$ cat src/rtl/encoder_button_menu_controller_assert.svh
// Assertion macros shared by the menu controller RTL.
`ifndef ENCODER_BUTTON_MENU_CONTROLLER_ASSERT_SVH
`define ENCODER_BUTTON_MENU_CONTROLLER_ASSERT_SVH

// The condition must hold at every clock edge outside reset.
`define EBMC_ASSERT_HOLDS(lbl, cond, msg) \
	lbl: assert property (@(posedge clk) disable iff (!arst_n) (cond)) else $error(msg);

// The antecedent implies the consequent in the same cycle.
`define EBMC_ASSERT_IMPLIES(lbl, ante, cons, msg) \
	lbl: assert property (@(posedge clk) disable iff (!arst_n) (ante) |-> (cons)) \
		else $error(msg);

`endif

$ cat src/rtl/ebmc_pkg.sv
// Types, codes and constants of the encoder and button menu controller.
package ebmc_pkg;

	localparam int VisibleRows    = 3;
	localparam int FullScaleSteps = 40;

	localparam int LevelW  = 6;
	localparam int IndexW  = 8;
	localparam int TimeW   = 32;
	localparam int MsW     = 16;
	localparam int DeltaW  = 16;
	localparam int CfgIdxW = 2;

	typedef logic [1:0] req_t;
	localparam req_t REQ_POLL      = 2'd0;
	localparam req_t REQ_SET_LEVEL = 2'd1;
	localparam req_t REQ_SET_LIST  = 2'd2;
	localparam req_t REQ_REDRAW    = 2'd3;

	typedef logic [2:0] event_t;
	localparam event_t EV_NONE   = 3'd0;
	localparam event_t EV_GAIN   = 3'd1;
	localparam event_t EV_VOLUME = 3'd2;
	localparam event_t EV_BYPASS = 3'd3;
	localparam event_t EV_LOAD   = 3'd4;

	typedef logic [CfgIdxW-1:0] cfg_idx_t;
	localparam cfg_idx_t CFG_HOLD_MS = 2'd0;
	localparam cfg_idx_t CFG_GAP_MS  = 2'd1;

	localparam logic [MsW-1:0] LongPressReset   = 16'd600;
	localparam logic [MsW-1:0] DoubleClickReset = 16'd300;
	localparam logic [LevelW-1:0] GainReset     = 6'd20;
	localparam logic [LevelW-1:0] VolumeReset   = 6'd40;

	localparam logic [LevelW-1:0] LevelMax = LevelW'(FullScaleSteps);

	typedef struct packed {
		req_t               req;
		logic [DeltaW-1:0]  delta;
		logic               down;
		logic [TimeW-1:0]   now;
		logic [LevelW-1:0]  gain;
		logic [LevelW-1:0]  volume;
		logic [IndexW-1:0]  count;
	} item_t;

	// Saturates a signed level sum to the range 0 .. full scale.
	function automatic logic [LevelW-1:0] clamp_level(input logic signed [17:0] v);
		if (v < 18'sd0) begin
			return '0;
		end else if (v > 18'(FullScaleSteps)) begin
			return LevelMax;
		end
		return v[LevelW-1:0];
	endfunction

endpackage

$ cat src/rtl/encoder_button_menu_controller.sv
// Encoder and push-button menu controller: click classifier and two-screen menu.
//
//   channel  direction  handshake            word
//   in       input      in_valid / in_stall  req_type, encoder_delta, button_down, now_ms,
//                                            new_gain, new_volume, list_size
//   out      output     out_valid/out_stall  event_res, load_index, gain_now, volume_now,
//                                            list_screen, cursor_index, window_first,
//                                            editing_volume, redraw
//   cfg      input      cfg_valid/cfg_ready  cfg_index, cfg_data
//
// Every input word yields exactly one output word. A word is held in the input register;
// the single pass of compare, add and clamp logic then updates the menu state and loads
// the result register, so one word per cycle is sustained while out_stall stays low.
// Reset (arst_n low, asynchronous) restores the thresholds to 600 ms and 300 ms and the
// menu to the home screen with gain 20 and volume 40. No clearing pass is needed.
// While the result register is stalled, the input register holds its word and in_stall
// rises; the menu state only moves when a word goes into the result register.
module encoder_button_menu_controller
	import ebmc_pkg::*;
(
	input  logic                     clk,
	input  logic                     arst_n,

	input  logic                     in_valid,
	output logic                     in_stall,
	input  logic [1:0]               req_type,
	input  logic signed [DeltaW-1:0] encoder_delta,
	input  logic                     button_down,
	input  logic [TimeW-1:0]         now_ms,
	input  logic [LevelW-1:0]        new_gain,
	input  logic [LevelW-1:0]        new_volume,
	input  logic [IndexW-1:0]        list_size,

	output logic                     out_valid,
	input  logic                     out_stall,
	output logic [2:0]               event_res,
	output logic [IndexW-1:0]        load_index,
	output logic [LevelW-1:0]        gain_now,
	output logic [LevelW-1:0]        volume_now,
	output logic                     list_screen,
	output logic [IndexW-1:0]        cursor_index,
	output logic [IndexW-1:0]        window_first,
	output logic                     editing_volume,
	output logic                     redraw,

	input  logic                     cfg_valid,
	output logic                     cfg_ready,
	input  logic [CfgIdxW-1:0]       cfg_index,
	input  logic [MsW-1:0]           cfg_data
);

	`include "encoder_button_menu_controller_assert.svh"

	// Input register.
	logic  valid_s1;
	item_t item_s1;

	// Configuration.
	logic [MsW-1:0] hold_ms_q;
	logic [MsW-1:0] gap_ms_q;

	// Menu and classifier state.
	logic              held_q;
	logic [TimeW-1:0]  press_time_q;
	logic [TimeW-1:0]  release_time_q;
	logic [1:0]        pending_q;
	logic              list_q;
	logic              edit_vol_q;
	logic [LevelW-1:0] gain_q;
	logic [LevelW-1:0] volume_q;
	logic [IndexW-1:0] cursor_q;
	logic [IndexW-1:0] top_q;
	logic [IndexW-1:0] chosen_q;
	logic [IndexW-1:0] count_q;
	logic              need_draw_q;

	// Result register (the state registers supply the rest of the word).
	logic   out_valid_q;
	event_t event_q;
	logic   redraw_q;

	logic advance;

	// Next-state values.
	logic              held_d;
	logic [TimeW-1:0]  press_time_d;
	logic [TimeW-1:0]  release_time_d;
	logic [1:0]        pending_d;
	logic              list_d;
	logic              edit_vol_d;
	logic [LevelW-1:0] gain_d;
	logic [LevelW-1:0] volume_d;
	logic [IndexW-1:0] cursor_d;
	logic [IndexW-1:0] top_d;
	logic [IndexW-1:0] chosen_d;
	logic [IndexW-1:0] count_d;
	logic              need_draw_d;
	event_t            event_d;
	logic              redraw_d;

	// Classifier intermediate values.
	logic              tap_one;
	logic              tap_two;
	logic              hold_long;
	logic [1:0]        pending_rel;
	logic [TimeW-1:0]  release_rel;
	logic [TimeW-1:0]  hold_span;
	logic [TimeW-1:0]  quiet_span;
	logic              delta_nz;
	logic signed [17:0] level_sum;
	logic signed [17:0] cursor_sum;
	logic [IndexW-1:0] cursor_move;
	logic [IndexW:0]   window_end;

	// A word leaves the input register once the result register is free or being read.
	assign advance   = valid_s1 && (!out_valid_q || !out_stall);
	assign in_stall  = valid_s1 && !advance;
	assign cfg_ready = 1'b1;

	always_ff @(posedge clk or negedge arst_n) begin
		if (!arst_n) begin
			valid_s1 <= 1'b0;
		end else if (!in_stall) begin
			valid_s1 <= in_valid;
		end
	end

	always_ff @(posedge clk) begin
		if (!in_stall) begin
			item_s1.req    <= req_type;
			item_s1.delta  <= encoder_delta;
			item_s1.down   <= button_down;
			item_s1.now    <= now_ms;
			item_s1.gain   <= new_gain;
			item_s1.volume <= new_volume;
			item_s1.count  <= list_size;
		end
	end

	always_ff @(posedge clk or negedge arst_n) begin
		if (!arst_n) begin
			hold_ms_q <= LongPressReset;
			gap_ms_q  <= DoubleClickReset;
		end else if (cfg_valid && cfg_ready) begin
			unique case (cfg_index)
				CFG_HOLD_MS: hold_ms_q <= cfg_data;
				CFG_GAP_MS:  gap_ms_q  <= cfg_data;
				default: ;
			endcase
		end
	end

	// Click classification: a release ends either a long press or one short click, and
	// pending clicks then resolve into a double click or, after the quiet time, a single.
	always_comb begin
		held_d         = held_q;
		press_time_d   = press_time_q;
		release_rel    = release_time_q;
		pending_rel    = pending_q;
		hold_long      = 1'b0;
		hold_span      = item_s1.now - press_time_q;
		if (item_s1.down && !held_q) begin
			press_time_d = item_s1.now;
			held_d       = 1'b1;
		end else if (!item_s1.down && held_q) begin
			held_d = 1'b0;
			if (hold_span >= TimeW'(hold_ms_q)) begin
				hold_long   = 1'b1;
				pending_rel = 2'd0;
			end else begin
				if (pending_q != 2'd3) begin
					pending_rel = pending_q + 2'd1;
				end
				release_rel = item_s1.now;
			end
		end
		quiet_span     = item_s1.now - release_rel;
		tap_one        = 1'b0;
		tap_two        = 1'b0;
		pending_d      = pending_rel;
		release_time_d = release_rel;
		if (pending_rel >= 2'd2) begin
			tap_two   = 1'b1;
			pending_d = 2'd0;
		end else if (pending_rel == 2'd1 && quiet_span >= TimeW'(gap_ms_q)) begin
			tap_one   = 1'b1;
			pending_d = 2'd0;
		end
	end

	assign delta_nz   = (item_s1.delta != '0);
	assign level_sum  = $signed({12'd0, (edit_vol_q ? volume_q : gain_q)})
		+ 18'(signed'(item_s1.delta));
	assign cursor_sum = $signed({10'd0, cursor_q}) + 18'(signed'(item_s1.delta));

	// Cursor clamped to the list; only used when the list is not empty.
	always_comb begin
		if (cursor_sum < 18'sd0) begin
			cursor_move = '0;
		end else if (cursor_sum >= $signed({10'd0, count_q})) begin
			cursor_move = count_q - IndexW'(1);
		end else begin
			cursor_move = cursor_sum[IndexW-1:0];
		end
	end

	assign window_end = {1'b0, top_q} + (IndexW+1)'(VisibleRows);

	// Menu update. Later assignments win when several events land in one poll.
	always_comb begin
		list_d      = list_q;
		edit_vol_d  = edit_vol_q;
		gain_d      = gain_q;
		volume_d    = volume_q;
		cursor_d    = cursor_q;
		top_d       = top_q;
		chosen_d    = chosen_q;
		count_d     = count_q;
		need_draw_d = need_draw_q;
		event_d     = EV_NONE;
		redraw_d    = 1'b0;
		unique case (item_s1.req)
			REQ_SET_LEVEL: begin
				gain_d      = clamp_level($signed({12'd0, item_s1.gain}));
				volume_d    = clamp_level($signed({12'd0, item_s1.volume}));
				need_draw_d = 1'b1;
			end
			REQ_SET_LIST: begin
				count_d  = item_s1.count;
				cursor_d = '0;
				top_d    = '0;
			end
			REQ_REDRAW: begin
				need_draw_d = 1'b1;
			end
			REQ_POLL: begin
				if (!list_q) begin
					if (delta_nz) begin
						if (edit_vol_q) begin
							volume_d = clamp_level(level_sum);
							event_d  = EV_VOLUME;
						end else begin
							gain_d  = clamp_level(level_sum);
							event_d = EV_GAIN;
						end
						need_draw_d = 1'b1;
					end
					if (tap_one) begin
						edit_vol_d  = !edit_vol_q;
						need_draw_d = 1'b1;
					end
					if (tap_two) begin
						event_d     = EV_BYPASS;
						need_draw_d = 1'b1;
					end
					if (hold_long) begin
						list_d      = 1'b1;
						need_draw_d = 1'b1;
					end
				end else begin
					if (delta_nz && count_q != '0) begin
						cursor_d = cursor_move;
						if (cursor_move < top_q) begin
							top_d = cursor_move;
						end else if ({1'b0, cursor_move} >= window_end) begin
							top_d = cursor_move - IndexW'(VisibleRows - 1);
						end
						need_draw_d = 1'b1;
					end
					// The entry loaded is the one under the cursor after this poll's move.
					if (tap_one && count_q != '0) begin
						chosen_d    = cursor_d;
						list_d      = 1'b0;
						event_d     = EV_LOAD;
						need_draw_d = 1'b1;
					end
					if (hold_long) begin
						list_d      = 1'b0;
						need_draw_d = 1'b1;
					end
				end
				redraw_d    = need_draw_d;
				need_draw_d = 1'b0;
			end
			default: ;
		endcase
	end

	// The classifier only moves on polls; requests leave it alone.
	always_ff @(posedge clk or negedge arst_n) begin
		if (!arst_n) begin
			held_q         <= 1'b0;
			press_time_q   <= '0;
			release_time_q <= '0;
			pending_q      <= 2'd0;
		end else if (advance && item_s1.req == REQ_POLL) begin
			held_q         <= held_d;
			press_time_q   <= press_time_d;
			release_time_q <= release_time_d;
			pending_q      <= pending_d;
		end
	end

	always_ff @(posedge clk or negedge arst_n) begin
		if (!arst_n) begin
			list_q      <= 1'b0;
			edit_vol_q  <= 1'b0;
			gain_q      <= GainReset;
			volume_q    <= VolumeReset;
			cursor_q    <= '0;
			top_q       <= '0;
			chosen_q    <= '0;
			count_q     <= '0;
			need_draw_q <= 1'b0;
			event_q     <= EV_NONE;
			redraw_q    <= 1'b0;
		end else if (advance) begin
			list_q      <= list_d;
			edit_vol_q  <= edit_vol_d;
			gain_q      <= gain_d;
			volume_q    <= volume_d;
			cursor_q    <= cursor_d;
			top_q       <= top_d;
			chosen_q    <= chosen_d;
			count_q     <= count_d;
			need_draw_q <= need_draw_d;
			event_q     <= event_d;
			redraw_q    <= redraw_d;
		end
	end

	always_ff @(posedge clk or negedge arst_n) begin
		if (!arst_n) begin
			out_valid_q <= 1'b0;
		end else if (advance) begin
			out_valid_q <= 1'b1;
		end else if (!out_stall) begin
			out_valid_q <= 1'b0;
		end
	end

	// The state registers only change as a word enters the result register, so they
	// describe exactly the word on display.
	assign out_valid      = out_valid_q;
	assign event_res      = event_q;
	assign load_index     = chosen_q;
	assign gain_now       = gain_q;
	assign volume_now     = volume_q;
	assign list_screen    = list_q;
	assign cursor_index   = cursor_q;
	assign window_first   = top_q;
	assign editing_volume = edit_vol_q;
	assign redraw         = redraw_q;

	`EBMC_ASSERT_HOLDS(a_levels_in_range, gain_q <= LevelMax && volume_q <= LevelMax, "level beyond full scale")
	`EBMC_ASSERT_HOLDS(a_cursor_in_list, cursor_q == '0 || cursor_q < count_q, "cursor outside the list")
	`EBMC_ASSERT_HOLDS(a_cursor_in_window, top_q <= cursor_q && {1'b0, cursor_q} < window_end, "cursor outside the window")
	`EBMC_ASSERT_IMPLIES(a_event_draws, out_valid_q && event_q != EV_NONE, redraw_q, "event without redraw")
	`EBMC_ASSERT_IMPLIES(a_stall_needs_word, in_stall, valid_s1 && out_valid_q && out_stall, "input stalled without cause")

endmodule
$ cat config.mk
export PLATFORM = sky130hd
export DESIGN_NAME = encoder_button_menu_controller
export DESIGN_NICKNAME = d
export VERILOG_FILES = /design/src/rtl/ebmc_pkg.sv /design/src/rtl/encoder_button_menu_controller.sv
export VERILOG_INCLUDE_DIRS = /design/src /design/src/rtl
export SDC_FILE = /design/constraint.sdc
export NUM_CORES = 1
export LEC_CHECK = 0
export BUFFER_PORTS_ARGS = -buffer_cell sky130_fd_sc_hd__buf_2
export CORE_MARGIN = 2
export CORE_UTILIZATION = 30
export DETAILED_ROUTE_END_ITERATION = 16
export SKIP_CTS_REPAIR_TIMING = 1
export SYNTH_ARGS = -nofsm -noshare
export SYNTH_HDL_FRONTEND = slang
export SYNTH_SLANG_ARGS = --single-unit
$ cat constraint.sdc
create_clock -name clk -period 8.7 [get_ports clk]
set_input_delay 2.175 -clock clk [delete_from_list [all_inputs] [get_ports clk]]
set_output_delay 2.175 -clock clk [all_outputs]
set_load 0.03 [all_outputs]
==> metrics, run 1 <==
die outline height roughly 230 µm; final-stage net count 2153; DR vias/cell around 5.0; worst reg-to-reg setup slack ~0.11 ns; Comb power frac 50.2%; post-synthesis sequential area ratio between 30% and 40%; leakage power roughly 0.0085 µW; Root Driver sky130_fd_sc_hd__clkbuf_16; total DRC errors in the routed layout 0; relative max-transition margin a little over a third; iteration-0 DRC count of the detailed router between 600 and 700; net count after synthesis 1845; Cells after Synth between 1500 and 2000; GRT overflow 0; share of flip-flops with an asynchronous set or reset after synthesis around two thirds; worst r2r path cells 39; Crit Path Class reg -> reg; number of buffers between clock root and the deepest sink 3; kind of start point of the critical path register; I/O Buffers between 100 and 150; post-synthesis cell type with the largest combined area sky130_fd_sc_hd__dfrtp_1; count of non-filler cells in the finished layout between 2000 and 3000; clock period minus final worst setup slack between 8 and 9 ns; total clock buffers created by CTS 28; sink count of the clock tree 223; Die X ~230 µm; overall power after layout ~5300 µW; area added between synthesis and finish 26.8%; utilization after layout 38.4%; fraction of synthesized cell area taken by the top area cell type between 20% and 30%; Tightest Pin Transition between 0.9 and 1 ns; number of global-route vias before repair between 10000 and 15000; Critical Path AT 9.04 ns; Area contributors post-synth sky130_fd_sc_hd__dfrtp_1 23%, sky130_fd_sc_hd__edfxtp_1 14%, sky130_fd_sc_hd__ha_1 12%; DPL Wire Length between 30000 and 40000 µm; core outline area between 50000 and 60000 µm²; critical register-to-register path endpoint redraw$_DFFE_PN0P_; sum of routed wire length over all layers between 40000 and 50000 µm; dpl cells ~2500; effective utilization at floorplan a little under a third; std cell rows 82; path type of the worst min-delay path reg -> reg; clock transition at the register clock pins on the worst setup and hold paths after CTS about 0.06 ns; slowest CP cell sky130_fd_sc_hd__or4_4; setup slack after placement -0.658 ns; Tot GR Track Use between 10% and 20%; critical path launch point press_time_q[2]$_DFFE_PN0P_; share of final-layout standard cells stronger than drive strength 1 26.8%; insertion delay of the later-clocked pin in the worst-skew pair 0.56 ns; Finish-stage setup viols 0; library cells used by synthesis 76; Crit Path Max Fanout 4; flip-flop cell with the highest count after synthesis sky130_fd_sc_hd__dfrtp_1; cell internal pwr roughly 3200 µW; Req. time, crit path roughly 9 ns; delay of the slowest cell on the worst path roughly 0.45 ns; post-layout worst setup margin around 0.11 ns; pins over their slew limit 0; clock share of power about 22%; FMAX 0.116 GHz; wire length of the first global-routing pass 70800 µm; Final Hold Fails 0; mean instance size in the synthesized netlist between 9 and 10 µm²; Final Wtd Congestion between 0.9 and 1; maximum number of pins on one net before global-route repair a little under 90; peak supply drop about 0.23 mV; Antenna Diode Count 0; IO Pins 139; FF-to-FF Start press_time_q[2]$_DFFE_PN0P_; power density over the cells 274 nW/µm²; outcome complete, no violations; Flop pwr share between 20 and 30%; synthesis-stage register bit count around 220; final setup TNS 0 ns; Clock Skews around 0.012 ns; Max Cap Viol 0; Critical Path End redraw$_DFFE_PN0P_; top cells by instance count after synthesis 170 x sky130_fd_sc_hd__nand2_1, 140 x sky130_fd_sc_hd__dfrtp_1, 140 x sky130_fd_sc_hd__ha_1; sw power 2090 µW; setup repair after global routing missed its margin yes; period utilisation layout a little over nine tenths; first-pass iteration count of the detailed router 7; Switching Fraction 39.7%; routed length per instance 17.2 µm; number of enable flip-flop cells after synthesis 71; Post-DRT Antenna Nets 0; Cell Area, Synth about 15000 µm²; most common cell in the synthesized netlist sky130_fd_sc_hd__nand2_1; startpoint of the lowest-slack hold path release_time_q[28]$_DFFE_PN0P_; number of H-tree levels 1; Warnings, synthesis 0; CTS tree done; type of destination of the critical path register; antenna violations before repair 0; Via Count 13000; Die Footprint 52400 µm²
worst min-delay path by stage:
| stage | endpoint | slack [ns] | cells after the start |
|---|---|---|---|
| after detailed placement | release_time_q[20]$_DFFE_PN0P_ | 0.47 | 2 |
| after global placement | release_time_q[17]$_DFFE_PN0P_ | 0.46 | 2 |
| final | release_time_q[28]$_DFFE_PN0P_ | 0.48 | 2 |
| after global routing | release_time_q[24]$_DFFE_PN0P_ | 0.49 | 2 |
| after CTS | release_time_q[20]$_DFFE_PN0P_ | 0.48 | 2 |
| after floorplan | release_time_q[0]$_DFFE_PN0P_ | 0.44 | 2 |
layout by cell type, fill, tap and decap left out, drive strengths merged, types with 14 or more instances in the layout:
cell and count:
a211oi 14, a21o 26, a21oi 108, a31oi 19, buf 332, clkbuf 37
dfrtp 140, edfxtp 71, ha 140, inv 125, mux2 77, mux2i 41
nand2 170, nand2b 28, nand3 27, nand4 26, nor2 95, nor3 26
o211ai 15, o21ai 137, xnor2 49, xor2 22
flip-flops by register name (all words and copies together) (netlist names), 6 cells and up:
name,count
press_time_q,32
volume_now,6
load_index,8
count_q,8
cursor_index,8
window_first,8
release_time_q,32
gain_now,6
gap_ms_q,16
hold_ms_q,16
item_s1,71
cells by family after synthesis:
kind of cell	count (synthesis)	synth area share [%]
flops	223	39.2
simple gates	444	14.0
xor+xnor	71	4.10
other cells	1	0.0247
mux	118	8.42
buf+inv	179	4.48
fa+ha+maj	144	12.1
compound gates	427	17.7
critical path, delay by kind of cell (launching register included):
kind                     cells  cell delay [ns]
multiplexers                 3             0.76
AO/OA/AOI/OAI               16             3.18
buffers and inverters        4             0.56
adder cells (fa/ha/maj)      5             1.51
AND/OR/NAND/NOR              9             1.84
XOR/XNOR                     2             0.26
flip-flops                   1             0.35
cell type report:
cell class | count | area (µm²)
Clock buffer | 36 | 752
Clock inverter | 16 | 161
Fill cell | 5081 | 30800
Inverter | 124 | 465
Multi-Input combinational cell | 1205 | 8860
Sequential cell | 223 | 5950
Tap cell | 672 | 841
Timing Repair Buffer | 333 | 2220
per-layer routing:
metal	GRT usage (%)	vias up	wire [µm]
met4	4.48	0	1200
met1	22.2	6236	20400
li1	-	6433	-
met5	0	-	0
met3	2.69	70	2160
met2	28.4	302	21000
stage by stage:
stage	cell area, µm²	hold slack [ns]
floorplan	15200	0.442
global placement	17900	0.462
detailed placement	17900	0.471
CTS	18800	0.484
global route	19200	0.493
finish	19200	0.477
power groups by stage:
stage | clock network, µW | registers, µW | logic (µW)
floorplan | 0 | 1520 | 1610
global placement | 0 | 1470 | 2500
detailed placement | 0 | 1470 | 2530
CTS | 1200 | 1460 | 2550
global route | 1250 | 1490 | 2950
finish | 1160 | 1460 | 2650
No activity file was read; power rests on OpenSTA's default activity.
==> run 2, diff against run 1 <==
--- a/config.mk
+++ b/config.mk
@@ -8,8 +8,9 @@
 export LEC_CHECK = 0
 export BUFFER_PORTS_ARGS = -buffer_cell sky130_fd_sc_hd__buf_2
 export CORE_MARGIN = 2
-export CORE_UTILIZATION = 30
+export CORE_UTILIZATION = 50
 export DETAILED_ROUTE_END_ITERATION = 16
+export PLACE_DENSITY = 0.72
 export SKIP_CTS_REPAIR_TIMING = 1
 export SYNTH_ARGS = -nofsm -noshare
 export SYNTH_HDL_FRONTEND = slang
==> run 2 against run 1 <==
Effect of this change:
- the run now ends with setup timing left
- via count increased by 0.40%
- global-route usage increased by 9.1 points
- critical path depth increased by 1
- combinational power about the same
- routed wire length decreased by 6.9%
- sequential power about the same
- power decreased by 0.17%
- critical path type unchanged
- largest cell class unchanged
==> metrics, run 2 (same netlist as run 1, synthesis figures left out) <==
FMAX 0.114 GHz (was 0.116 GHz); period utilisation layout 101% (was 98.8%); number of global-route vias before repair 12600 (was 13200); post-layout worst setup margin -0.0722 ns (was 0.107 ns); Req. time, crit path 9.13 ns (was 9.14 ns); area of all placed cells without fillers 18600 µm² (was 19200 µm²); Via Count 13100 (was 13000); dpl cells 2233 (was 2543); Final Wtd Congestion 0.936 (was 0.926); Root Driver sky130_fd_sc_hd__clkbuf_16 (unchanged); registers with the highest flip-flop counts item_s1: 71 flops, press_time_q: 32 flops, release_time_q: 32 flops (unchanged); number of buffers and inverters on the critical path 5 (was 4); DPL Wire Length 32000 µm (was 35000 µm); total clock buffers created by CTS 26 (was 28); sum of routed wire length over all layers 41700 µm (was 44800 µm); sink count of the clock tree 223 (unchanged); Post-DRT Antenna Nets 0 (unchanged); area added between synthesis and finish 22.7% (was 26.8%); count of non-filler cells in the finished layout 2291 (was 2609); I/O Buffers 137 (unchanged); delay of the slowest cell on the worst path 0.48 ns (was 0.45 ns); first-pass iteration count of the detailed router 5 (was 7); Tightest Pin Transition 0.992 ns (was 0.948 ns); Tot GR Track Use 25.8% (was 16.8%); setup repair after global routing missed its margin yes (unchanged); path type of the worst min-delay path reg -> reg (unchanged); core outline area 29800 µm² (was 50100 µm²); insertion delay of the later-clocked pin in the worst-skew pair 0.55 ns (was 0.56 ns); clock period minus final worst setup slack 8.77 ns (was 8.59 ns); effective utilization at floorplan 50.9% (was 30.3%); slowest CP cell sky130_fd_sc_hd__or4_4 (unchanged); number of H-tree levels 1 (unchanged); pins over their slew limit 0 (unchanged); commonest non-fill, non-tap cells in the layout 169 x sky130_fd_sc_hd__nand2_1, 158 x sky130_fd_sc_hd__buf_4, 140 x sky130_fd_sc_hd__dfrtp_1 (was 189 x sky130_fd_sc_hd__buf_4, 168 x sky130_fd_sc_hd__nand2_1, 140 x sky130_fd_sc_hd__dfrtp_1); maximum number of pins on one net before global-route repair 102 (was 89); final-stage net count 2118 (was 2153); type of destination of the critical path register (unchanged); outcome finished, violations left (was complete, no violations); number of buffers between clock root and the deepest sink 3 (unchanged); antenna violations before repair 0 (unchanged); IO Pins 139 (unchanged); die outline height 178 µm (was 229 µm); Crit Path Max Fanout 8 (was 4); flip-flop count of the largest register, all copies and words added 71 (unchanged); placement-stage cell area 17300 µm² (was 17900 µm²); CP most frequent cell sky130_fd_sc_hd__buf_4; Die Footprint 31800 µm² (was 52400 µm²); Max Cap Viol 0 (unchanged); Die X 178 µm (was 229 µm); Final Hold Fails 0 (unchanged); Critical Path AT 9.20 ns (was 9.04 ns); Post-Route Hold Slack 0.476 ns (was 0.477 ns); total DRC errors in the routed layout 0 (unchanged); Biggest register item_s1 (unchanged); routed length per instance 18.2 µm (was 17.2 µm); share of final-layout standard cells stronger than drive strength 1 25.5% (was 26.8%); relative max-transition margin 33.9% (was 35.1%); kind of start point of the critical path register (unchanged); Crit path max-delay family compound AO/OA/AOI/OAI gates (unchanged); iteration-0 DRC count of the detailed router 837 (was 632); DR vias/cell 5.71 (was 5.00); std cell rows 63 (was 82); number of fillers in the final layout 2486 (was 5081); Finish-stage setup viols 8 (was 0); CTS tree done (unchanged); Clock Skews 0.00909 ns (was 0.0115 ns); clock transition at the register clock pins on the worst setup and hold paths after CTS 0.06 ns (about the same); leakage power 0.00838 µW (was 0.00853 µW); Crit Path Class reg -> reg (unchanged); wire length of the first global-routing pass 65300 µm (was 70800 µm); overall power after layout 5260 µW (was 5270 µW); power density over the cells 282 nW/µm² (was 274 nW/µm²); failing checks setup timing; GRT overflow 0 (unchanged); peak supply drop 0.252 mV (was 0.232 mV); commonest non-fill, non-tap cell in the layout sky130_fd_sc_hd__nand2_1 (was sky130_fd_sc_hd__buf_4)
==> run 2: area by class of cell <==
type / instances / area [µm²] / share of cell area (%)
multi-input cells: 1205 / 8830 / 47.5
flip-flops and latches: 223 / 5950 / 32.0
repair buffers: 300 / 1930 / 10.4
clock buffers: 30 / 696 / 3.74
well taps: 390 / 488 / 2.62
inverters: 124 / 465 / 2.50
clock inverters: 18 / 245 / 1.32
diodes: 1 / 2.50 / 0.0134
==> run 2: path summary, 6_finish.rpt <==
kind                                                start                              to  slack [ns]  cells past startpoint
max                                 item_s1[22]$_DFFE_PN_       load_index[1]$_DFFE_PN0P_       -0.07                     40
min                        release_time_q[18]$_DFFE_PN0P_  release_time_q[18]$_DFFE_PN0P_        0.48                      2
max reg2reg                         item_s1[22]$_DFFE_PN_       load_index[1]$_DFFE_PN0P_       -0.07                     40
min reg2reg                release_time_q[18]$_DFFE_PN0P_  release_time_q[18]$_DFFE_PN0P_        0.48                      2
max in group asynchronous                          arst_n     press_time_q[1]$_DFFE_PN0P_        5.62                      2
min in group asynchronous                          arst_n        hold_ms_q[5]$_DFFE_PN0P_        1.77                      1
==> run 2: where the power goes <==
part	internal, µW	switching [µW]
logic	1150	1470
registers	1290	159
clock network	725	460
total	3170	2090
==> run 2: routing by layer <==
layer  share of wire (%)  global-route usage, %  vias up
met1                  44                   33.5     6281
met3                 4.8                   3.01       75
met4                 2.9                   7.45        0
met2                  49                   45.5      360
met5                   0                      0        -
li1                    -                      -     6377
==> run 2: worst register-to-register path, delay by kind of cell (launching register included) <==
family | cells | cell delay (ns)
muxes | 4 | 0.97
buffers and inverters | 5 | 0.74
DFF | 1 | 0.44
adders and majority gates | 4 | 0.97
and+or+nand+nor | 9 | 2.52
xor gates and xnor gates | 2 | 0.19
AOI/OAI and AO/OA | 16 | 2.80
==> run 2: through the flow <==
step           TNS, ns  util (%)  setup slack (ns)
6_report        -0.501      62.5           -0.0722
5_1_grt          -6.39      62.5            -0.539
4_1_cts          -9.12      61.3            -0.775
3_5_place_dp     -7.92      58.1            -0.681
3_3_place_gp     -4.75      58.1            -0.426
2_1_floorplan        0         -             0.142
